==> config.mk <==
export PLATFORM = sky130hd
export DESIGN_NAME = uuid_text_parser_top
export DESIGN_NICKNAME = d
export VERILOG_FILES = /design/src/utp_pkg.sv /design/src/utp_step.sv /design/src/uuid_text_parser_top.sv
export SDC_FILE = /design/constraint.sdc
export NUM_CORES = 1
export LEC_CHECK = 0
export BUFFER_PORTS_ARGS = -buffer_cell sky130_fd_sc_hd__buf_4
export CAP_MARGIN = 0
export CORE_MARGIN = 2
export CORE_UTILIZATION = 35
export DETAILED_ROUTE_END_ITERATION = 10
export HOLD_SLACK_MARGIN = 0.02
export PLACE_DENSITY = 0.57
export SLEW_MARGIN = 20
export SYNTH_ARGS = -nofsm -noshare
export SYNTH_HDL_FRONTEND = slang
export SYNTH_HIERARCHICAL = 1
export SYNTH_SLANG_ARGS = --single-unit
==> constraint.sdc <==
create_clock -name clk -period 11.9 [get_ports clk]
set_input_delay 2.38 -clock clk [delete_from_list [all_inputs] [get_ports clk]]
set_output_delay 2.38 -clock clk [all_outputs]
set_load 0.05 [all_outputs]
==> src/utp_pkg.sv <==
// utp_pkg: shared types, codes and the character decode of the uuid text parser
// no dependencies; used by every file under src

package utp_pkg;

  localparam int unsigned UuidChars = 36;
  localparam int unsigned PosW      = 6;

  localparam logic [7:0] ChBrace = 8'h7b;
  localparam logic [7:0] ChDash  = 8'h2d;

  typedef enum logic [1:0] {
    ST_OK        = 2'd0,
    ST_BAD_DIGIT = 2'd1,
    ST_BAD_SEP   = 2'd2,
    ST_SHORT     = 2'd3
  } status_t;

  typedef struct packed {
    logic [7:0] ch;
    logic       first;
    logic       last;
  } in_item_t;

  typedef struct packed {
    status_t     status;
    logic [63:0] id_high;
    logic [63:0] id_low;
  } out_item_t;

  typedef struct packed {
    logic [PosW-1:0] position;
    logic            brace_checked;
    logic            finished;
    status_t         error_code;
    logic [63:0]     accum_high;
    logic [63:0]     accum_low;
  } parse_state_t;

  // bit 4 set marks a character that is not a hex digit
  function automatic logic [4:0] hex_decode(input logic [7:0] c);
    logic [4:0] d;
    d = 5'h10;
    if (c >= 8'h30 && c <= 8'h39) begin
      d = {1'b0, c[3:0]};
    end else if ((c >= 8'h61 && c <= 8'h66) || (c >= 8'h41 && c <= 8'h46)) begin
      d = {1'b0, c[3:0] + 4'd9};
    end
    return d;
  endfunction

  function automatic logic is_dash_place(input logic [PosW-1:0] p);
    return p == PosW'(8) || p == PosW'(13) || p == PosW'(18) || p == PosW'(23);
  endfunction

endpackage

==> src/utp_step.sv <==
// utp_step: one character step of the parse, purely combinational
// depends on utp_pkg

module utp_step (
  input  utp_pkg::parse_state_t state_cur,
  input  utp_pkg::in_item_t     item,
  output utp_pkg::parse_state_t state_nxt,
  output logic                  emit,
  output utp_pkg::out_item_t    result
);

  utp_pkg::parse_state_t s;
  utp_pkg::status_t      st;
  logic                  skip;
  logic [4:0]            dig;

  always_comb begin
    s    = state_cur;
    emit = 1'b0;
    st   = utp_pkg::ST_OK;
    skip = 1'b0;
    dig  = utp_pkg::hex_decode(item.ch);

    if (item.first) begin
      s.position      = '0;
      s.brace_checked = 1'b0;
      s.finished      = 1'b0;
      s.error_code    = utp_pkg::ST_OK;
      s.accum_high    = '0;
      s.accum_low     = '0;
    end

    if (!s.finished) begin
      if (!s.brace_checked) begin
        s.brace_checked = 1'b1;
        if (item.ch == utp_pkg::ChBrace) begin
          skip = 1'b1;
          if (item.last) begin
            emit = 1'b1;
            st   = utp_pkg::ST_SHORT;
          end
        end
      end

      if (!skip) begin
        if (utp_pkg::is_dash_place(s.position)) begin
          if (item.ch != utp_pkg::ChDash && s.error_code == utp_pkg::ST_OK) begin
            s.error_code = utp_pkg::ST_BAD_SEP;
          end
        end else begin
          if (dig[4]) begin
            if (s.error_code == utp_pkg::ST_OK) begin
              s.error_code = utp_pkg::ST_BAD_DIGIT;
            end
          end
          s.accum_high = {s.accum_high[59:0], s.accum_low[63:60]};
          s.accum_low  = {s.accum_low[59:0], (dig[4] ? 4'h0 : dig[3:0])};
        end
        s.position = s.position + utp_pkg::PosW'(1);

        if (s.position >= utp_pkg::PosW'(utp_pkg::UuidChars)) begin
          emit = 1'b1;
          st   = s.error_code;
        end else if (item.last) begin
          emit = 1'b1;
          st   = utp_pkg::ST_SHORT;
        end
      end

      if (emit) begin
        s.finished = 1'b1;
      end
    end

    state_nxt      = s;
    result.status  = st;
    result.id_high = (st == utp_pkg::ST_OK) ? s.accum_high : 64'h0;
    result.id_low  = (st == utp_pkg::ST_OK) ? s.accum_low : 64'h0;
  end

endmodule

==> src/uuid_text_parser_top.sv <==
// uuid_text_parser_top: top level of the streaming uuid text parser
// depends on utp_pkg and utp_step
//
// Takes one character per cycle and returns at most one 128-bit uuid result per
// text, for the character that completes or ends it. Characters pass through an
// input register, then one step of decode and 4-bit accumulator shift into the
// result register; the throughput is one item per clock while the result side
// does not stall.

module uuid_text_parser_top (
  input  logic                clk,
  input  logic                rst_n,
  input  logic                in_valid,
  output logic                in_stall,
  input  utp_pkg::in_item_t   in_data,
  output logic                out_valid,
  input  logic                out_stall,
  output utp_pkg::out_item_t  out_data
);

  logic                  item_valid_r, item_valid_nxt;
  utp_pkg::in_item_t     item_r;
  logic                  out_valid_r, out_valid_nxt;
  utp_pkg::out_item_t    out_r;
  utp_pkg::parse_state_t state_r, state_nxt;
  utp_pkg::out_item_t    step_result;
  logic                  step_emit;
  logic                  adv;

  utp_step u_step (
    .state_cur (state_r),
    .item      (item_r),
    .state_nxt (state_nxt),
    .emit      (step_emit),
    .result    (step_result)
  );

  assign adv      = !out_valid_r || !out_stall;
  assign in_stall = item_valid_r && !adv;

  always_comb begin
    item_valid_nxt = item_valid_r;
    out_valid_nxt  = out_valid_r;
    if (!in_stall) begin
      item_valid_nxt = in_valid;
    end
    if (adv) begin
      out_valid_nxt = item_valid_r && step_emit;
    end
  end

  always_ff @(posedge clk) begin
    if (!rst_n) begin
      item_valid_r          <= 1'b0;
      out_valid_r           <= 1'b0;
      state_r.position      <= '0;
      state_r.brace_checked <= 1'b0;
      state_r.finished      <= 1'b1;
      state_r.error_code    <= utp_pkg::ST_OK;
      state_r.accum_high    <= '0;
      state_r.accum_low     <= '0;
    end else begin
      item_valid_r <= item_valid_nxt;
      out_valid_r  <= out_valid_nxt;
      if (adv && item_valid_r) begin
        state_r <= state_nxt;
      end
    end
  end

  // payload registers
  always_ff @(posedge clk) begin
    if (in_valid && !in_stall) begin
      item_r <= in_data;
    end
    if (adv && item_valid_r && step_emit) begin
      out_r <= step_result;
    end
  end

  assign out_valid = out_valid_r;
  assign out_data  = out_r;

endmodule

==> results of run 1 <==
[through the flow]
step                worst slack, ns  cells  power (mW)  util (%)
finish                        6.348   1928       2.251     41.39
global route                  5.839   1928       2.334     41.39
CTS                           5.916   1928       2.289     41.38
detailed placement            5.956   1865       1.185     38.32
global placement              6.052   1865       1.184     38.32
floorplan                     2.580   1297       1.167         -
[final cells by class]
type	count	area, sq um
Timing Repair Buffer	155	1200
Clock buffer	49	980.9
Tap cell	518	648.1
Fill cell	3751	22600
Clock inverter	14	196.4
Sequential cell	280	7007
Inverter	7	26.28
Multi-Input combinational cell	905	5901
[worst max-delay path, cell delays in order, from the launching register on]
cell	delay, ns
edfxtp_1	0.35
buf_4	0.69
buf_6	0.72
o32ai_1	0.24
o211ai_1	0.29
o211ai_1	0.23
nand2_1	0.24
nand2_1	0.13
a21oi_4	0.75
buf_4	0.77
buf_4	0.62
[Yosys cell counts (2+ instances only)]
cell type and n:
and3_1 2, edfxtp_1 140, buf_6 10, o21a_1 2, nand3b_1 3, or2_2 2, buf_12 10, dfxtp_1 140
ha_1 7, nand4_1 2, nor3_1 68, nor3_2 60, mux2i_1 263, a21boi_0 5, nand2_1 288, clkbuf_1 35
xnor2_1 2, a22oi_1 3, buf_2 33, nand2b_1 7, o211ai_1 3, nor2_1 129, o21bai_1 2, inv_1 7
nand3_1 5, o2bb2ai_1 2, buf_4 16, o21ai_0 6, nor2b_1 7, a21oi_1 10, or3_1 2, xor2_1 3
[power breakdown]
part	internal [mW]	switching [mW]	total, mW	leakage, nW
clock	0.684	0.404	1.09	0.578
sequential	1.02	0.00480	1.02	2.58
combinational	0.0420	0.101	0.143	2.77
[layer usage]
layer	part of all wire, %	vias up	routed length, microns	global-route usage (%)
li1	-	4674	-	-
met1	47	4398	14270	19.44
met2	46	156	13900	23.92
met3	4.4	40	1338	3.094
met4	2.1	0	634	4.175
met5	0	-	0	0
[final timing paths]
path / depth (start not counted) / start / endpoint
max: 10 / item_r[1]$_DFFE_PP_ / out_data[60]$_DFFE_PP_
min: 2 / state_r[127]$_SDFFE_PN0P_ / state_r[127]$_SDFFE_PN0P_
max reg2reg: 10 / item_r[1]$_DFFE_PP_ / out_data[60]$_DFFE_PP_
min reg2reg: 2 / state_r[127]$_SDFFE_PN0P_ / state_r[127]$_SDFFE_PN0P_
[cell families (layout without fill, tap and decap cells)]
kind of cell,count (synthesis),count (layout)
compound gates,46,46
flops,280,280
xor+xnor,5,5
mux,264,264
simple gates,583,583
fa+ha+maj,7,7
buf+inv,112,225
[flip-flops by register name, summed over array words and instances (netlist names)]
register,cells
state_r,138
item_r,10
item_valid_r,1
out_valid,1
out_data,130
==> results.md, run 1 <==
* Drt first pass iters at 5
* Pleak at approximately 6 nW
* Commonest cells after routing, fill and taps aside: nand2_1, mux2i_1, buf_4
* Die footprint at around 41,000 sq um
* Type of the tightest min-delay check: reg -> reg
* Crit path time final at 5.552 ns
* Status: complete, no violations
* Peak supply drop at 0.09150 mV
* Antenna viol nets, final at 0
* Clock buffer depth at 3
* CP startpoint kind: register
* Top cell type by total area after synthesis: edfxtp_1
* Compound-cell area share of the yosys netlist at between 2 and 2.5%
* CP endpoint kind: register
* Clock Skews at ~0.0089 ns
* Setup Viol. Count Final at 0
* Area grow syn2layout at 16.87%
* Post-detailed-placement half-perimeter wirelength at 17,380 microns
* PD cells at around 140 nW/um^2
* Die width at 201.5 microns
* N_diodes at 0
* Row Count at 72
* Final hold slack at approximately 0.46 ns
* Max transition margin at ~8%
* Initial antenna violation count at 0
* CTS tree: yes
* CTS Buf Count at 35
* XOR/XNOR share of the synthesized area at less than 1%
* Number of port buffers at between 100 and 150
* Drt first-iter violations at approximately 460
* Cell variety after synth at 55
* Critical path required time at ~12 ns
* Mux contribution to synthesized area at 19.36%
* Post-synthesis sequential area ratio at between 50% and 60%
* WL per Instance at around 16 microns
* Initial Util at around 35%
* Max cap viols at 0
* RSZ-0062 raised after global routing: false
* Simple-Gate Fraction of Synth Area at around a fifth
* Synth Area per Inst at between 10 and 15 sq um
* Fraction of layout cells with a size suffix above 1 at roughly a fifth
* Global-route wire length before repair at 48,400 microns
* Vias in the first global route at 8,986
* CTS H-tree depth at 2
* Commonest non-fill, non-tap cell in the layout: nand2_1
* Hold buffers post-CTS at 0
* Crit-path max FO at between 80 and 90
* Hold Vio Cnt, Final at 0
* Final wirelength at approximately 30,000 microns
* Fmax at roughly 180 MHz
* Mapped Nets at approximately 1,300
* Top cell type's share of synthesized area at a little under a third
* Final setup TNS at 0 ns
* GRT Total Usage at 14.59%
* Post-synth ARST share at 0%
* Drt drc at 0
* WS Path Type: reg -> reg
* Cts repair resizes at 0
* Area after DPL at 14,780 sq um
* Routed vias/inst at between 4 and 5
* Largest net degree at the start of global routing at roughly 180
* Clk_lat worst skew at 0.50 ns
* Vias at between 9,000 and 10,000
* R2r setup slk at 6.35 ns
* Post-CTS Setup Bufs at 0
* DIE HEIGHT at a little over 200 microns
* Synth Instances at roughly 1,300
* Final nets at about 1,400
* Clock transition at path regs at ~0.060 ns
* Remaining global-route overflow at 0
* # IOs at around 150
* Tightest Pin Transition at between 1 and 1.5 ns
* Arr. time, crit path at between 5 and 6 ns
* YS warnings at 6
* Root buffer cell: clkbuf_16
* Adder-cell area share of the yosys netlist at less than 1%
* Clock Sinks at between 200 and 300
* Top cells by area, synth: edfxtp_1, dfxtp_1, mux2i_1
* Synth Flop Type: edfxtp_1
* Design area at 15,960 sq um
* EDFF count, synth at between 100 and 150
* Core ar. at 38,560 sq um
* Slew Viols, Final at 0
* Yosys reg bits at 280
* Period utilization at 46.65%
* RD Place Congestion at 0.7727
* Main combinational cell family by area after synthesis: simple AND/OR/NAND/NOR gates
* Post-Syn Area at between 10,000 and 15,000 sq um
Note: power is estimated with default switching activity, not from simulation.
==> run 2: changes to the inputs <==
ABC_AREA = 1   (was unset)
PLACE_DENSITY = 0.59   (was 0.57)
clock period = 5 ns   (was 11.9 ns; I/O delays follow)
==> run 2 against run 1 <==
  * First-iteration DRC count increased by 97%
  * Critical path type unchanged
  * Utilization decreased by 0.11 points
  * Highest routed layer unchanged
  * Combinational power increased to 5.1 times the previous value
  * Non-clock buffer count increased by 3
  * Via count increased by 29%
  * Clock power increased by 130%
==> results.md, run 2 <==
* Fraction of layout cells with a size suffix above 1 at 10.94% (-8.6 points)
* Die footprint at 42,200 sq um (+3.9%)
* Most used cell, CP: nand2_1
* Drt first pass iters at 5 (unchanged)
* # IOs at 146 (unchanged)
* Hold Vio Cnt, Final at 0 (unchanged)
* DIE HEIGHT at 205.4 microns (+1.9%)
* Drt first-iter violations at 907 (+97%)
* N_diodes at 0 (unchanged)
* Root buffer cell: clkbuf_16
* R2r setup slk at 1.35 ns (-4.99 ns)
* Slowest CP cell: edfxtp_1
* Post-synth ARST share at 0% (unchanged)
* Commonest cells after routing, fill and taps aside: nand2_1, inv_1, nor2_1
* Register with the most flip-flops: state_r
* Synth Area per Inst at 7.439 sq um (-29%)
* Crit path time final at 3.645 ns (-1.906 ns)
* Critical path's top delay family: buffers and inverters
* Antenna viol nets, final at 0 (unchanged)
* Area grow syn2layout at 16.03%
* Post-synthesis sequential area ratio at 49.34% (-2.0 points)
* Routed vias/inst at 4.778 (-0.60%)
* Largest net degree at the start of global routing at 197 (+8.2%)
* Slowest stage delay, CP at 0.51 ns (-0.26 ns)
* GRT Total Usage at 15.82% (+1.2 points)
* Peak supply drop at 0.2017 mV (+120%)
* Clock Sinks at 280 (unchanged)
* Filler Cell Count at 4,014 (+7.0%)
* Tightest Pin Transition at 1.108 ns (-0.2744 ns)
* Top cell type by total area after synthesis: edfxtp_1
* Hold buffers post-CTS at 0 (unchanged)
* Post-detailed-placement half-perimeter wirelength at 19,220 microns (+11%)
* CTS tree: yes
* Vias in the first global route at 10,890 (+21%)
* CP endpoint kind: register
* Fmax at 274.3 MHz (+52%)
* Synth Flop Type: edfxtp_1
* WS Path Type: reg -> reg
* Top cell type's share of synthesized area at 29.60% (-1.2 points)
* Max transition margin at 26.11% (+18 points)
* Post-layout util at 41.28% (-0.11 points)
* Slew Viols, Final at 0 (unchanged)
* Initial Util at 35.58% (+0.16 points)
* Mux contribution to synthesized area at 0% (-19 points)
* Pleak at 6.099 nW (+2.9%)
* RSZ-0062 raised after global routing: false
* YS warnings at 6 (unchanged)
* EDFF count, synth at 140 (unchanged)
* Cts repair resizes at 0 (unchanged)
* Initial antenna violation count at 0 (unchanged)
* WL per Instance at 13.45 microns (-14%)
* Crit-path max FO at 130 (+49%)
* Critical path required time at 5.14 ns (-6.89 ns)
* Multi-input gate area at 5321 sq um (-9.8%)
* Period utilization at 72.91% (+26 points)
* Cell breakdown of the critical path: inv_8 -> nand2_1 -> inv_1 -> ha_1 -> nand2_1 -> o21ai_0 -> nand2_1 -> nand3_1 -> nand3_1 -> nand2_1 -> nand2_1 -> inv_1 -> nand2_1 -> a21oi_4 -> buf_12
* PD cells at 352.1 nW/um^2 (+150%)
* Setup Viol. Count Final at 0 (unchanged)
* Max cap viols at 0 (unchanged)
* XOR/XNOR share of the synthesized area at 0.1233% (-0.20 points)
* Final wirelength at 33,750 microns (+12%)
* Commonest cells post-synth: nand2_1, inv_1, nor2_1, nand3_1, a21oi_1
* Cell variety after synth at 27 (-51%)
* Core ar. at 39,910 sq um (+3.5%)
* Vias at 11,990 (+29%)
* Post-Syn Area at 14,200 sq um (+4.0%)
* Mapped Nets at 1,930 (+46%)
* Type of the tightest min-delay check: reg -> reg
* Arr. time, crit path at 3.78 ns (-1.90 ns)
* CP startpoint kind: register
* Final setup TNS at 0 ns (unchanged)
* Global-route wire length before repair at 55,300 microns (+14%)
* Drt drc at 0 (unchanged)
* Register area at 7010 sq um (about the same)
* Post-CTS Setup Bufs at 0 (unchanged)
* Clock buffer depth at 3 (unchanged)
* Top cells by area, synth: edfxtp_1, dfxtp_1, nand3_1
* Commonest non-fill, non-tap cell in the layout: nand2_1
* Clock transition at path regs at 0.06 ns (about the same)
* Clock Skews at 0.01696 ns (+0.008093 ns)
* Final nets at 1,979 (+41%)
* RD Place Congestion at 0.8053 (+4.2%)
* Simple-Gate Fraction of Synth Area at 26.25% (+6.0 points)
* Compound-cell area share of the yosys netlist at 10.19% (+7.7 points)
* Status: complete, no violations
* Die width at 205.4 microns (+1.9%)
* CTS Buf Count at 34 (-2.9%)
* Number of port buffers at 145 (unchanged)
* Most common cell in the netlist: nand2_1
* Synth Instances at 1,909 (+47%)
* CTS H-tree depth at 2 (unchanged)
* Buffers plus inverters on the worst setup path at 4 (unchanged)
* Remaining global-route overflow at 0 (unchanged)
* Yosys reg bits at 280 (unchanged)
* Max FFs per register at 138 (unchanged)
* Row Count at 73 (+1.4%)
* Main combinational cell family by area after synthesis: simple AND/OR/NAND/NOR gates
* Adder-cell area share of the yosys netlist at 0.6167% (-0.025 points)
* Clk_lat worst skew at 0.52 ns (+0.02 ns)
run 2: layer usage:
metal  vias up  global-route usage, %  routed length [microns]
met5         -                      0                        0
met4         0                  4.445                      721
met3        52                  3.991                     2203
li1       6180                      -                        -
met1      5508                  21.45                    15720
met2       248                  25.00                    15100
run 2: tightest hold or removal path, delay by kind of cell, from the launching register on:
kind	cells	cell delay [ns]
flip-flops	1	0.33
AND/OR/NAND/NOR	2	0.11
run 2: path summary, 6_finish.rpt:
check | startpoint | end | depth (start not counted)
worst max-delay path | item_r[1]$_DFFE_PP_ | out_data[100]$_DFFE_PP_ | 15
worst min-delay path | state_r[130]$_SDFFE_PN1P_ | state_r[130]$_SDFFE_PN1P_ | 2
worst max register to register | item_r[1]$_DFFE_PP_ | out_data[100]$_DFFE_PP_ | 15
worst min register to register | state_r[130]$_SDFFE_PN1P_ | state_r[130]$_SDFFE_PN1P_ | 2
run 2: layout make-up:
class,instances,share of cell area [%]
clock buffers,51,6.189
clock inverters,11,0.6227
inverters,299,6.857
multi-input cells,1185,32.30
flip-flops and latches,280,42.55
well taps,525,3.987
repair buffers,158,7.502
run 2: cell families (layout without fill, tap and decap cells):
group                    after synthesis  in the layout
adder cells (fa/ha/maj)                7              7
AO/OA/AOI/OAI                        287            287
buffers and inverters                444            519
AND/OR/NAND/NOR                      889            889
flip-flops                           280            280
XOR/XNOR                               2              2
run 2: stage by stage:
| step | worst slack (ns) | std cells | hold slack, ns | total power, mW | cell area, sq um |
|---|---|---|---|---|---|
| 2_1_floorplan | 0.2240 | 1909 | 0.4285 | 3.231 | 14210 |
| 3_3_place_gp | 1.485 | 2447 | 0.4397 | 3.372 | 15350 |
| 3_5_place_dp | 1.487 | 2447 | 0.4423 | 3.387 | 15350 |
| 4_1_cts | 1.466 | 2509 | 0.4578 | 5.891 | 16480 |
| 5_1_grt | 1.087 | 2509 | 0.5002 | 6.083 | 16480 |
| 6_report | 1.355 | 2509 | 0.4650 | 5.801 | 16480 |
run 2: power breakdown:
group	leakage (nW)	internal [mW]	switching, mW	total [mW]
Combinational	3.23	0.220	0.507	0.726
Sequential	2.32	2.53	0.0838	2.61
Clock	0.546	1.51	0.951	2.46
Total	6.10	4.26	1.54	5.80
==> run 3: changes to the inputs <==
PLACE_DENSITY = 0.57   (was 0.59)
clock period = 3.74 ns   (was 5 ns; I/O delays follow)
==> run 3 against run 2 <==
  * Global-route usage up 0.19 points
  * Utilization up 0.30 points
  * Sequential power up 33%
  * Highest routed layer unchanged
==> results.md, run 3 (same netlist as run 2, synthesis figures left out) <==
* Clk_lat worst skew at 0.52 ns (about the same)
* Initial Util at 35.58% (unchanged)
* Max transition margin at 31.77% (+5.7 points)
* WL met1 at 16,670 microns (+6.0%)
* Post-detailed-placement half-perimeter wirelength at 19,700 microns (+2.5%)
* Register with the most flip-flops: state_r
* Drt drc at 0 (unchanged)
* Initial antenna violation count at 0 (unchanged)
* Reg2Reg Depth at 9 (-6)
* Commonest non-fill, non-tap cell in the layout: nand2_1
* DIE HEIGHT at 205.4 microns (unchanged)
* Slowest CP cell: buf_4
* Crit-path max FO at 95 (-27%)
* Cts repair resizes at 0 (unchanged)
* Post-layout util at 41.58% (+0.30 points)
* Max FFs per register at 138 (unchanged)
* DR top layer: met4
* Peak supply drop at 0.2482 mV (+23%)
* Arr. time, crit path at 3.48 ns (-0.30 ns)
* Vias at 12,030 (+0.34%)
* Antenna viol nets, final at 0 (unchanged)
* Fin cells at 2,517 (+0.32%)
* Pleak at 6.149 nW (+0.82%)
* CTS H-tree depth at 2 (unchanged)
* WS Path Type: reg -> reg
* Met2 wire length at 15,240 microns (+0.94%)
* Slew Viols, Final at 0 (unchanged)
* Hold Vio Cnt, Final at 0 (unchanged)
* GRT Total Usage at 16.01% (+0.19 points)
* Die width at 205.4 microns (unchanged)
* Cell breakdown of the critical path: inv_8 -> buf_4 -> buf_4 -> nand2_1 -> o21ai_0 -> inv_1 -> nand3_1 -> nand2_1 -> nor2_1
* Global-route wire length before repair at 55,900 microns (+1.1%)
* Die footprint at 42,200 sq um (unchanged)
* WHS Path Cells at 1 (-1)
* Max cap viols at 0 (unchanged)
* Root buffer cell: clkbuf_16
* Inst Count DP at 2,456 (+0.37%)
* WL per Instance at 13.52 microns (+0.50%)
* Status: complete, no violations
* Area grow syn2layout at 16.86%
* Critical path required time at 4.19 ns (-0.95 ns)
* Core ar. at 39,910 sq um (unchanged)
* RD Place Congestion at 0.7807 (-3.1%)
* Type of the tightest min-delay check: in -> reg
* Tightest Pin Transition at 1.023 ns (-0.08492 ns)
* RSZ-0062 raised after global routing: false
* # IOs at 146 (unchanged)
* N_diodes at 0 (unchanged)
* Largest net degree at the start of global routing at 197 (unchanged)
* Clock transition at path regs at 0.06 ns (about the same)
* CP endpoint kind: register
* CTS Buf Count at 34 (unchanged)
* PD cells at 465.4 nW/um^2 (+32%)
* Row Count at 73 (unchanged)
* Clock buffer depth at 3 (unchanged)
* Crit path time final at 3.029 ns (-0.6161 ns)
* Final nets at 1,988 (+0.45%)
* DR WL met3 at 1491 microns (-32%)
* Post-CTS Setup Bufs at 0 (unchanged)
* Fmax at 330.1 MHz (+20%)
* Fraction of layout cells with a size suffix above 1 at 11.85% (+0.91 points)
* Drt first-iter violations at 764 (-16%)
* Number of port buffers at 145 (unchanged)
* Remaining global-route overflow at 0 (unchanged)
* Clock Sinks at 280 (unchanged)
* CP startpoint kind: register
* Commonest cells after routing, fill and taps aside: nand2_1, inv_1, nor2_1
* Routed vias/inst at 4.779 (about the same)
* Period utilization at 81.00% (+8.1 points)
* Vias in the first global route at 10,930 (+0.37%)
* Setup Viol. Count Final at 0 (unchanged)
* Final setup TNS at 0 ns (unchanged)
* Hold buffers post-CTS at 0 (unchanged)
* Final wirelength at 34,020 microns (+0.82%)
* Clock Skews at 0.01686 ns (-0.00009340 ns)
* Slowest stage delay, CP at 0.83 ns (+0.32 ns)
* Drt first pass iters at 5 (unchanged)
* CTS tree: yes
[run 3: worst paths after layout]
path | start | endpoint | slack (ns)
max | item_r[1]$_DFFE_PP_ | state_r[100]$_SDFFE_PN0P_ | 0.71
max reg2reg | item_r[1]$_DFFE_PP_ | state_r[100]$_SDFFE_PN0P_ | 0.71
min reg2reg | state_r[130]$_SDFFE_PN1P_ | state_r[130]$_SDFFE_PN1P_ | 0.47
min | in_data[9] | item_r[9]$_DFFE_PP_ | 0.42
[run 3: critical path: cells and delay by family, from the launching register on]
kind | cells | cell delay, ns
AO/OA/AOI/OAI | 1 | 0.35
flip-flops | 1 | 0.52
AND/OR/NAND/NOR | 4 | 0.35
buffers and inverters | 4 | 1.66
[run 3: cell type report]
class / instances / area (sq um)
Fill cell: 4116 / 23320
Clock buffer: 44 / 929.6
Inverter: 299 / 1132
Sequential cell: 280 / 7010
Timing Repair Buffer: 167 / 1354
Tap cell: 525 / 656.9
Multi-Input combinational cell: 1185 / 5353
Clock inverter: 17 / 160.2
[run 3: layer usage]
metal	up-vias	global-route usage, %
li1	6199	-
met1	5575	22.49
met2	209	25.62
met3	46	2.851
met4	0	3.726
met5	-	0
[run 3: where the power goes]
part,switching (mW),internal [mW]
Sequential,0.101,3.38
Clock,1.28,1.96
Combinational,0.698,0.307
[run 3: metrics by stage]
| stage | power (mW) | worst slack (ns) | hold WS, ns | area, sq um |
|---|---|---|---|---|
| floorplan | 4.324 | -0.5671 | 0.4285 | 14260 |
| global placement | 4.533 | 0.7976 | 0.4417 | 15510 |
| detailed placement | 4.551 | 0.7648 | 0.4450 | 15510 |
| CTS | 7.843 | 0.7476 | 0.3867 | 16600 |
| global route | 8.103 | 0.4366 | 0.3994 | 16600 |
| finish | 7.723 | 0.7107 | 0.4179 | 16600 |
